$ cat config.mk
export PLATFORM = sky130hd
export DESIGN_NAME = interval_range_map
export DESIGN_NICKNAME = d
export VERILOG_FILES = /design/src/irm_pkg.sv /design/src/irm_mem.sv /design/src/irm_ctrl.sv /design/src/interval_range_map.sv
export SDC_FILE = /design/constraint.sdc
export NUM_CORES = 2
export LEC_CHECK = 0
export BUFFER_PORTS_ARGS = -buffer_cell sky130_fd_sc_hd__buf_4
export CAP_MARGIN = 30
export CORE_ASPECT_RATIO = 0.5
export CORE_MARGIN = 2
export CORE_UTILIZATION = 55
export CTS_CLUSTER_DIAMETER = 30
export CTS_CLUSTER_SIZE = 14
export DETAILED_ROUTE_END_ITERATION = 7
export PLACE_DENSITY = 0.68
export SYNTH_ARGS = -nofsm -noshare
export SYNTH_HDL_FRONTEND = slang
export SYNTH_SLANG_ARGS = --single-unit
export TNS_END_PERCENT = 10
$ cat constraint.sdc
create_clock -name clk -period 6.05 [get_ports clk]
set_input_delay 0.605 -clock clk [delete_from_list [all_inputs] [get_ports clk]]
set_output_delay 0.605 -clock clk [all_outputs]
set_load 0.02 [all_outputs]
$ cat src/irm_pkg.sv
`timescale 1ns / 1ps
// ----------------------------------------------------------------------------
// irm_pkg: shared codes for the interval range map
// Item action codes and result status codes.
// ----------------------------------------------------------------------------
package irm_pkg;

	localparam logic ACT_ASSIGN = 1'b0;
	localparam logic ACT_LOOKUP = 1'b1;

	localparam logic [1:0] STAT_DONE  = 2'd0;
	localparam logic [1:0] STAT_EMPTY = 2'd1;
	localparam logic [1:0] STAT_FULL  = 2'd2;

endpackage

$ cat src/irm_mem.sv
`timescale 1ns / 1ps
// ----------------------------------------------------------------------------
// irm_mem: breakpoint storage
// Key and value arrays, one write and one registered read per cycle. Entry 0
// reads as (0, default) until it is written after reset or a table clear.
// ----------------------------------------------------------------------------
module irm_mem #(
	parameter int DEPTH = 64,
	parameter int KW    = 32,
	parameter int VW    = 8,
	parameter int AW    = 6
) (
	input  logic          clk,
	input  logic          arst_n,
	input  logic          clear,
	input  logic [VW-1:0] default_val,
	input  logic          we,
	input  logic [AW-1:0] wr_addr,
	input  logic [KW-1:0] wr_key,
	input  logic [VW-1:0] wr_val,
	input  logic [AW-1:0] rd_addr,
	output logic [KW-1:0] rd_key,
	output logic [VW-1:0] rd_val
);

	logic [KW-1:0] keys_mem [DEPTH];
	logic [VW-1:0] vals_mem [DEPTH];
	logic [KW-1:0] rd_key_q;
	logic [VW-1:0] rd_val_q;
	logic          rd_a0_q;
	logic          e0_ok_q;

	always_ff @(posedge clk) begin
		if (we) begin
			keys_mem[wr_addr] <= wr_key;
			vals_mem[wr_addr] <= wr_val;
		end
		rd_key_q <= keys_mem[rd_addr];
		rd_val_q <= vals_mem[rd_addr];
		rd_a0_q  <= (rd_addr == '0);
	end

	always_ff @(posedge clk or negedge arst_n) begin
		if (!arst_n) begin
			e0_ok_q <= 1'b0;
		end else if (clear) begin
			e0_ok_q <= 1'b0;
		end else if (we && wr_addr == '0) begin
			e0_ok_q <= 1'b1;
		end
	end

	assign rd_key = (rd_a0_q && !e0_ok_q) ? '0 : rd_key_q;
	assign rd_val = (rd_a0_q && !e0_ok_q) ? default_val : rd_val_q;

	property p_no_write_on_clear;
		@(posedge clk) disable iff (!arst_n) clear |-> !we;
	endproperty
	a_no_write_on_clear: assert property (p_no_write_on_clear)
		else $error("table write during clear");

	property p_e0_cleared;
		@(posedge clk) disable iff (!arst_n) clear |=> !e0_ok_q;
	endproperty
	a_e0_cleared: assert property (p_e0_cleared)
		else $error("entry 0 override not restored after clear");

	property p_e0_set;
		@(posedge clk) disable iff (!arst_n) (we && wr_addr == '0 && !clear) |=> e0_ok_q;
	endproperty
	a_e0_set: assert property (p_e0_set)
		else $error("entry 0 write not recorded");

endmodule

$ cat src/irm_ctrl.sv
`timescale 1ns / 1ps
// ----------------------------------------------------------------------------
// irm_ctrl: scan and rewrite sequencer
// Scans the stored breakpoints once per item, then for an accepted assign shifts
// the tail entries and writes the start breakpoint and, unless one already sits at the end key, the end breakpoint.
// ----------------------------------------------------------------------------
module irm_ctrl #(
	parameter int DEPTH = 64,
	parameter int KW    = 32,
	parameter int VW    = 8,
	parameter int AW    = 6,
	parameter int CW    = 7
) (
	input  logic          clk,
	input  logic          arst_n,
	input  logic          clear,
	input  logic          in_fire,
	input  logic          action,
	input  logic [KW-1:0] start_key,
	input  logic [KW-1:0] end_key,
	input  logic [VW-1:0] assign_value,
	output logic          idle,
	input  logic          slot_free,
	output logic          res_fire,
	output logic [VW-1:0] res_found,
	output logic [1:0]    res_status,
	output logic [CW-1:0] res_count,
	output logic          we,
	output logic [AW-1:0] wr_addr,
	output logic [KW-1:0] wr_key,
	output logic [VW-1:0] wr_val,
	output logic [AW-1:0] rd_addr,
	input  logic [KW-1:0] rd_key,
	input  logic [VW-1:0] rd_val
);

	localparam logic [2:0] S_IDLE    = 3'd0;
	localparam logic [2:0] S_SCAN    = 3'd1;
	localparam logic [2:0] S_DECIDE  = 3'd2;
	localparam logic [2:0] S_MOVE_RD = 3'd3;
	localparam logic [2:0] S_MOVE_WR = 3'd4;
	localparam logic [2:0] S_WRITE_S = 3'd5;
	localparam logic [2:0] S_WRITE_E = 3'd6;
	localparam logic [2:0] S_RESULT  = 3'd7;

	logic [2:0]    state_q;
	logic          act_q;
	logic [KW-1:0] s_q, e_q;
	logic [VW-1:0] v_q;
	logic [CW-1:0] cnt_q;
	logic [CW-1:0] rd_i_q;
	logic          pend_s1;
	logic [CW-1:0] below_q, aoa_q, rem_q;
	logic          endp_q;
	logic [VW-1:0] fv_q, eold_q;
	logic [CW:0]   need_q;
	logic [1:0]    stat_q;
	logic [AW-1:0] mv_src_q, mv_dst_q;
	logic          down_q;

	logic          issue;
	logic [CW:0]   need;
	logic [CW:0]   dst;
	logic [CW:0]   src;

	assign issue = (state_q == S_SCAN) && (rd_i_q < cnt_q);
	assign need  = {1'b0, below_q} + {1'b0, aoa_q} + (CW+1)'(1) + (CW+1)'(!endp_q);
	assign dst   = {1'b0, below_q} + (CW+1)'(1) + (CW+1)'(!endp_q);
	assign src   = {1'b0, cnt_q} - {1'b0, aoa_q};

	always_comb begin
		rd_addr = (state_q == S_MOVE_RD) ? mv_src_q : rd_i_q[AW-1:0];
		we      = 1'b0;
		wr_addr = mv_dst_q;
		wr_key  = rd_key;
		wr_val  = rd_val;
		unique case (state_q)
			S_MOVE_WR: we = 1'b1;
			S_WRITE_S: begin
				we      = 1'b1;
				wr_addr = below_q[AW-1:0];
				wr_key  = s_q;
				wr_val  = v_q;
			end
			S_WRITE_E: begin
				we      = 1'b1;
				wr_addr = AW'(below_q + CW'(1));
				wr_key  = e_q;
				wr_val  = eold_q;
			end
			default: we = 1'b0;
		endcase
	end

	always_ff @(posedge clk) begin
		if (in_fire) begin
			act_q <= action;
			s_q   <= start_key;
			e_q   <= end_key;
			v_q   <= assign_value;
		end
	end

	always_ff @(posedge clk or negedge arst_n) begin
		if (!arst_n) begin
			state_q  <= S_IDLE;
			cnt_q    <= CW'(1);
			rd_i_q   <= '0;
			pend_s1  <= 1'b0;
			below_q  <= '0;
			aoa_q    <= '0;
			rem_q    <= '0;
			endp_q   <= 1'b0;
			fv_q     <= '0;
			eold_q   <= '0;
			need_q   <= '0;
			stat_q   <= irm_pkg::STAT_DONE;
			mv_src_q <= '0;
			mv_dst_q <= '0;
			down_q   <= 1'b0;
		end else begin
			if (clear) begin
				cnt_q <= CW'(1);
			end
			pend_s1 <= issue;
			unique case (state_q)
				S_IDLE: begin
					if (in_fire) begin
						state_q <= S_SCAN;
						rd_i_q  <= '0;
						below_q <= '0;
						aoa_q   <= '0;
						endp_q  <= 1'b0;
					end
				end
				S_SCAN: begin
					if (issue) begin
						rd_i_q <= rd_i_q + CW'(1);
					end
					if (pend_s1) begin
						if (rd_key <= s_q) fv_q <= rd_val;
						if (rd_key < s_q) below_q <= below_q + CW'(1);
						if (rd_key >= e_q) aoa_q <= aoa_q + CW'(1);
						if (rd_key == e_q) endp_q <= 1'b1;
						if (rd_key <= e_q) eold_q <= rd_val;
					end else if (!issue) begin
						state_q <= S_DECIDE;
					end
				end
				S_DECIDE: begin
					need_q <= need;
					rem_q  <= aoa_q;
					if (act_q == irm_pkg::ACT_LOOKUP) begin
						stat_q  <= irm_pkg::STAT_DONE;
						state_q <= S_RESULT;
					end else if (!(s_q < e_q)) begin
						stat_q  <= irm_pkg::STAT_EMPTY;
						state_q <= S_RESULT;
					end else if (need > (CW+1)'(DEPTH)) begin
						stat_q  <= irm_pkg::STAT_FULL;
						state_q <= S_RESULT;
					end else begin
						stat_q <= irm_pkg::STAT_DONE;
						// tail moves up: copy from the top so nothing is overwritten early
						down_q <= (dst > src);
						if (dst > src) begin
							mv_src_q <= AW'(cnt_q - CW'(1));
							mv_dst_q <= AW'(need - (CW+1)'(1));
						end else begin
							mv_src_q <= AW'(src);
							mv_dst_q <= AW'(dst);
						end
						state_q <= (aoa_q == '0 || dst == src) ? S_WRITE_S : S_MOVE_RD;
					end
				end
				S_MOVE_RD: state_q <= S_MOVE_WR;
				S_MOVE_WR: begin
					rem_q <= rem_q - CW'(1);
					if (down_q) begin
						mv_src_q <= mv_src_q - AW'(1);
						mv_dst_q <= mv_dst_q - AW'(1);
					end else begin
						mv_src_q <= mv_src_q + AW'(1);
						mv_dst_q <= mv_dst_q + AW'(1);
					end
					state_q <= (rem_q == CW'(1)) ? S_WRITE_S : S_MOVE_RD;
				end
				S_WRITE_S: begin
					cnt_q   <= CW'(need_q);
					state_q <= endp_q ? S_RESULT : S_WRITE_E;
				end
				S_WRITE_E: state_q <= S_RESULT;
				S_RESULT: begin
					if (slot_free) state_q <= S_IDLE;
				end
				default: state_q <= S_IDLE;
			endcase
		end
	end

	assign idle       = (state_q == S_IDLE);
	assign res_fire   = (state_q == S_RESULT) && slot_free;
	assign res_found  = (act_q == irm_pkg::ACT_LOOKUP) ? fv_q : '0;
	assign res_status = stat_q;
	assign res_count  = cnt_q;

	property p_cnt_range;
		@(posedge clk) disable iff (!arst_n) (cnt_q != '0) && (cnt_q <= CW'(DEPTH));
	endproperty
	a_cnt_range: assert property (p_cnt_range)
		else $error("entry count out of range");

	property p_reject_keeps_cnt;
		@(posedge clk) disable iff (!arst_n)
			(state_q == S_DECIDE && state_q != $past(state_q)) |-> $stable(cnt_q);
	endproperty
	a_reject_keeps_cnt: assert property (p_reject_keeps_cnt)
		else $error("entry count changed during scan");

	property p_fire_to_idle;
		@(posedge clk) disable iff (!arst_n) res_fire |=> (state_q == S_IDLE);
	endproperty
	a_fire_to_idle: assert property (p_fire_to_idle)
		else $error("sequencer did not return to idle after result");

endmodule

$ cat src/interval_range_map.sv
`timescale 1ns / 1ps
// A lookup scans every entry in use before its result is ready.
// An assign also moves any tail entries that must shift, then writes one or two breakpoints.
// Throughput: one item at a time; the scan reads one table entry per cycle
// from the single read port of the breakpoint memory.
// Reset: table holds one entry (0, default_value); default_value resets to 0.
// A write of default_value clears the table the same way.
// ----------------------------------------------------------------------------
// interval_range_map: sorted breakpoint table of key ranges
// Assigns values over key ranges and looks up the value in force at a key.
// ----------------------------------------------------------------------------
module interval_range_map #(
	parameter int TABLE_DEPTH = 64,
	parameter int KEY_BITS    = 32,
	parameter int VALUE_BITS  = 8
) (
	input  logic                               clk,
	input  logic                               arst_n,
	input  logic                               cfg_we,
	input  logic [VALUE_BITS-1:0]              cfg_wdata,
	input  logic                               in_valid,
	output logic                               in_ready,
	input  logic                               action,
	input  logic [KEY_BITS-1:0]                start_key,
	input  logic [KEY_BITS-1:0]                end_key,
	input  logic [VALUE_BITS-1:0]              assign_value,
	output logic                               out_valid,
	input  logic                               out_ready,
	output logic [VALUE_BITS-1:0]              found_value,
	output logic [1:0]                         status,
	output logic [$clog2(TABLE_DEPTH+1)-1:0]   entries_in_use
);

	localparam int AW = $clog2(TABLE_DEPTH);
	localparam int CW = $clog2(TABLE_DEPTH+1);

	logic [VALUE_BITS-1:0] default_q;
	logic                  idle, slot_free, res_fire, in_fire;
	logic [VALUE_BITS-1:0] res_found;
	logic [1:0]            res_status;
	logic [CW-1:0]         res_count;
	logic                  we;
	logic [AW-1:0]         wr_addr, rd_addr;
	logic [KEY_BITS-1:0]   wr_key, rd_key;
	logic [VALUE_BITS-1:0] wr_val, rd_val;
	logic                  out_valid_q;
	logic [VALUE_BITS-1:0] found_q;
	logic [1:0]            status_q;
	logic [CW-1:0]         count_q;

	assign in_ready  = idle;
	assign in_fire   = in_valid && in_ready;
	assign slot_free = !out_valid_q || out_ready;

	always_ff @(posedge clk or negedge arst_n) begin
		if (!arst_n) begin
			default_q <= '0;
		end else if (cfg_we) begin
			default_q <= cfg_wdata;
		end
	end

	irm_mem #(
		.DEPTH(TABLE_DEPTH), .KW(KEY_BITS), .VW(VALUE_BITS), .AW(AW)
	) u_mem (
		.clk(clk), .arst_n(arst_n), .clear(cfg_we), .default_val(default_q),
		.we(we), .wr_addr(wr_addr), .wr_key(wr_key), .wr_val(wr_val),
		.rd_addr(rd_addr), .rd_key(rd_key), .rd_val(rd_val)
	);

	irm_ctrl #(
		.DEPTH(TABLE_DEPTH), .KW(KEY_BITS), .VW(VALUE_BITS), .AW(AW), .CW(CW)
	) u_ctrl (
		.clk(clk), .arst_n(arst_n), .clear(cfg_we), .in_fire(in_fire),
		.action(action), .start_key(start_key), .end_key(end_key),
		.assign_value(assign_value), .idle(idle), .slot_free(slot_free),
		.res_fire(res_fire), .res_found(res_found), .res_status(res_status),
		.res_count(res_count), .we(we), .wr_addr(wr_addr), .wr_key(wr_key),
		.wr_val(wr_val), .rd_addr(rd_addr), .rd_key(rd_key), .rd_val(rd_val)
	);

	// output beat register
	always_ff @(posedge clk or negedge arst_n) begin
		if (!arst_n) begin
			out_valid_q <= 1'b0;
		end else if (res_fire) begin
			out_valid_q <= 1'b1;
		end else if (out_ready) begin
			out_valid_q <= 1'b0;
		end
	end

	always_ff @(posedge clk) begin
		if (res_fire) begin
			found_q  <= res_found;
			status_q <= res_status;
			count_q  <= res_count;
		end
	end

	assign out_valid      = out_valid_q;
	assign found_value    = found_q;
	assign status         = status_q;
	assign entries_in_use = count_q;

	property p_no_overwrite;
		@(posedge clk) disable iff (!arst_n) (out_valid_q && !out_ready) |-> !res_fire;
	endproperty
	a_no_overwrite: assert property (p_no_overwrite)
		else $error("result overwrote a pending beat");

	property p_busy_blocks_input;
		@(posedge clk) disable iff (!arst_n) res_fire |-> !in_ready;
	endproperty
	a_busy_blocks_input: assert property (p_busy_blocks_input)
		else $error("input taken while result pending in sequencer");

	property p_status_code;
		@(posedge clk) disable iff (!arst_n) out_valid_q |-> (status_q <= irm_pkg::STAT_FULL);
	endproperty
	a_status_code: assert property (p_status_code)
		else $error("bad status code");

endmodule

==> run metrics <==
status=finished, final reports clean; Setup Buffers After CTS=0; Layout Area Growth over Synthesis=17.43%; Highest Clock Rate=0.2020 GHz; Die ar.=207900 µm²; largest net degree at the start of global routing=146; met1 global-route usage=49.44%; Async SR Flop Fraction=3.167%; Global Route Usage Sum=34.85%; Cell Pwr Density=594.3 nW/µm²; largest area contributor in the netlist=edfxtp_1; CTS root buffer=clkbuf_16; Die Width=642.9 µm; CP Launch Type=register; WP buf/inv=2; Final Skew=0.05514 ns; syn avg cell area=15.03 µm²; Critical Path RT=6.80 ns; Worst Max-Slew Pin Slew=1.218 ns; DP Area=118600 µm²; sequential area share after synthesis=73.59%; Finished Core Util=64.87%; GRT overflow=0; Port Buffers=104; Synth Flop Type=edfxtp_1; final setup fails=0; yosys synthesis warning count=0; Slew HR=18.82%; CP top delay family=compound AO/OA/AOI/OAI gates; clock slew at the register clock pins of the worst setup and hold paths=0.06 ns; Detailed Routing Iterations Pass 1=8; clk_lat worst skew=0.89 ns; global routing's busiest layer=met2; crit-path cells=nand3b_2, a21oi_4, buf_12, buf_12, mux2i_1, o221ai_1, a31oi_1, a221oi_1, a21o_1; WL per Instance=33.71 µm; CP endpoint kind=register; Hold Fails Final Rpt=0; via count=72830; routed vias/inst=6.677; CTS tree=done; synthesized instance count=7466; starting density of the core=55.24%; CTS Buffer Depth=4; vias in the first global route=68220; post-layout net count=8102; Max-Cap Viols=0; Synth top area share=70.89%; Final ANT Viol Nets=0; Post-Syn Nets=7703; crit path max-delay cell type=a21oi_4; # clock sinks=2779; Post-Synthesis Cell Area=112200 µm²; period utilization=81.81%; max-slew violation count=0; LEAKAGE=46.48 nW; Yosys reg bits=2779; Critical Path AT=5.70 ns; number of synthesized flops with an enable pin=2650; Crit path top cell by count=buf_12; unrepaired setup endpoints after global routing=no; Fillers=13920; Hold WC Path Type=input pin to register; first-pass GRT wire length=509500 µm; Inserted Clock Buffers=356; most frequent cell after synthesis=edfxtp_1; Largest stage delay, worst path=1.07 ns; TNS Setup=0 ns; fin crit period=4.950 ns; Max VDD drop=0.6795 mV; crit path kind=register to register; Global Route met2 Usage=49.70%; Placer Congestion=0.8971; synth unique cells=74; post-route cell area=131800 µm²; hold slack=0.1092 ns; hpwl dp=204900 µm; Die H=323.4 µm; GR Util met3=12.32%; Synth area leaders=edfxtp_1 (71%), mux2i_1 (4.9%), nand2_1 (4.8%), nand3_1 (2.4%), mux4_2 (2.2%); crit-path max FO=78; Rows=117; top cells by count, synth=edfxtp_1 (2650), nand2_1 (1425), mux2i_1 (549); I/O pins=105; H-tree level count=5; core area=203200 µm²; drt first-iter violations=12880; share of cells above drive strength 1=15.99%; final wirelength=367700 µm; DRC viols=0; antenna violations before repair=31
==> registers in the layout, indices dropped and copies added, names as in the netlist, 8 cells and up <==
| signal | cells |
|---|---|
| default_q | 8 |
| found_value | 8 |
| u_ctrl.e_q | 32 |
| u_ctrl.eold_q | 8 |
| u_ctrl.fv_q | 8 |
| u_ctrl.s_q | 32 |
| u_ctrl.v_q | 8 |
| u_mem.keys_mem | 2048 |
| u_mem.rd_key_q | 32 |
| u_mem.rd_val_q | 8 |
| u_mem.vals_mem | 512 |
==> cell usage in the layout (no fill, tap or decap), types with 48 or more instances in the layout <==
cell type      synthesis  layout
inv_6                  0      50
mux4_2               109     109
and2_1                48      48
nand3_1              547     545
o21ai_0               55      55
ha_1                 147     147
nor2_4                 0      71
nand2_1             1425    1415
edfxtp_1            2650    2650
nor4_1                54      54
inv_1                102     102
o221ai_1              99      68
dlygate4sd3_1          0      82
o22ai_1               55      55
a21oi_1              286     285
clkbuf_16              0     367
mux2i_1              549     546
dfrtp_1               87      87
a31oi_1               65      65
buf_12                 0      64
buf_4                 48     318
==> path summary, 6_finish.rpt <==
check / from / end / slack (ns) / cells after the start
min in group asynchronous: arst_n / u_ctrl.need_q[3]$_DFFE_PN0P_ / 0.26 / 2
max in group asynchronous: arst_n / u_ctrl.rd_i_q[0]$_DFFE_PN0P_ / 4.69 / 3
hold reg to reg: u_ctrl.res_status[1]$_DFFE_PN0P_ / status[1]$_DFFE_PP_ / 0.45 / 0
setup / recovery: u_ctrl.state_q[1]$_DFFE_PN0P_ / u_mem.rd_key_q[10]$_DFF_P_ / 1.10 / 9
hold / removal: in_valid / u_ctrl.state_q[0]$_DFFE_PN0P_ / 0.11 / 3
setup reg to reg: u_ctrl.state_q[1]$_DFFE_PN0P_ / u_mem.rd_key_q[10]$_DFF_P_ / 1.10 / 9
==> what timing repair did <==
| action | in CTS | in global routing |
|---|---|---|
| resized for setup | 0 | 0 |
| endpoints found under the hold margin | 114 | 0 |
| hold buffers | 82 | 0 |
==> report_power, final <==
group	leakage, nW	switching, W	internal [W]	total (W)
clock	5.93	0.00867	0.0133	0.0219
combinational	15.0	0.0204	0.00764	0.0280
sequential	25.5	0.00104	0.0273	0.0284
==> cell families (layout without fill, tap and decap cells) <==
group	count (synthesis)	after routing	share of synthesized area, %
DFF	2779	2779	73.59
and+or+nand+nor	2337	2337	9.018
AOI/OAI and AO/OA	937	937	5.746
muxes	704	704	7.546
buffers and inverters	530	1224	2.173
adders and majority gates	151	151	1.710
xor gates and xnor gates	28	28	0.2185
other	0	11	0
==> worst reg2reg max path: stages, from the launching register on <==
cell and delay (ns):
dfrtp_1 0.72, nand3b_2 0.80, a21oi_4 1.10, buf_12 0.29, buf_12 0.39, mux2i_1 0.38
o221ai_1 0.13, a31oi_1 0.58, a221oi_1 0.24, a21o_1 0.22
==> through the flow <==
step                      power (W)  std cells  setup WS (ns)
after floorplan             0.04442       7466          1.433
after global placement      0.05506      10150          1.220
after detailed placement    0.05548      10160          1.230
after CTS                   0.07725      10900          1.278
after global routing        0.08029      10900         0.9384
final                       0.07834      10910          1.100
==> layer usage <==
metal  vias to the layer above  part of all wire, %  wire length [µm]
li1                      29590                    -                 -
met3                       844                   16             60050
met5                         -                0.045               165
met2                      5889                   42            154900
met1                     36480                   37            137600
met4                        26                  4.1             14920
==> area by class of cell <==
class	instances	area (µm²)	area share (%)
Sequential cell	2779	82600	62.66
Multi-Input combinational cell	4157	28450	21.58
Clock buffer	402	9425	7.151
Timing Repair Buffer	468	4564	3.463
Tap cell	2737	3425	2.598
Clock inverter	251	2937	2.228
Inverter	103	387.9	0.2943
Antenna cell	11	27.53	0.02088
(Power assumes the default switching activity.)
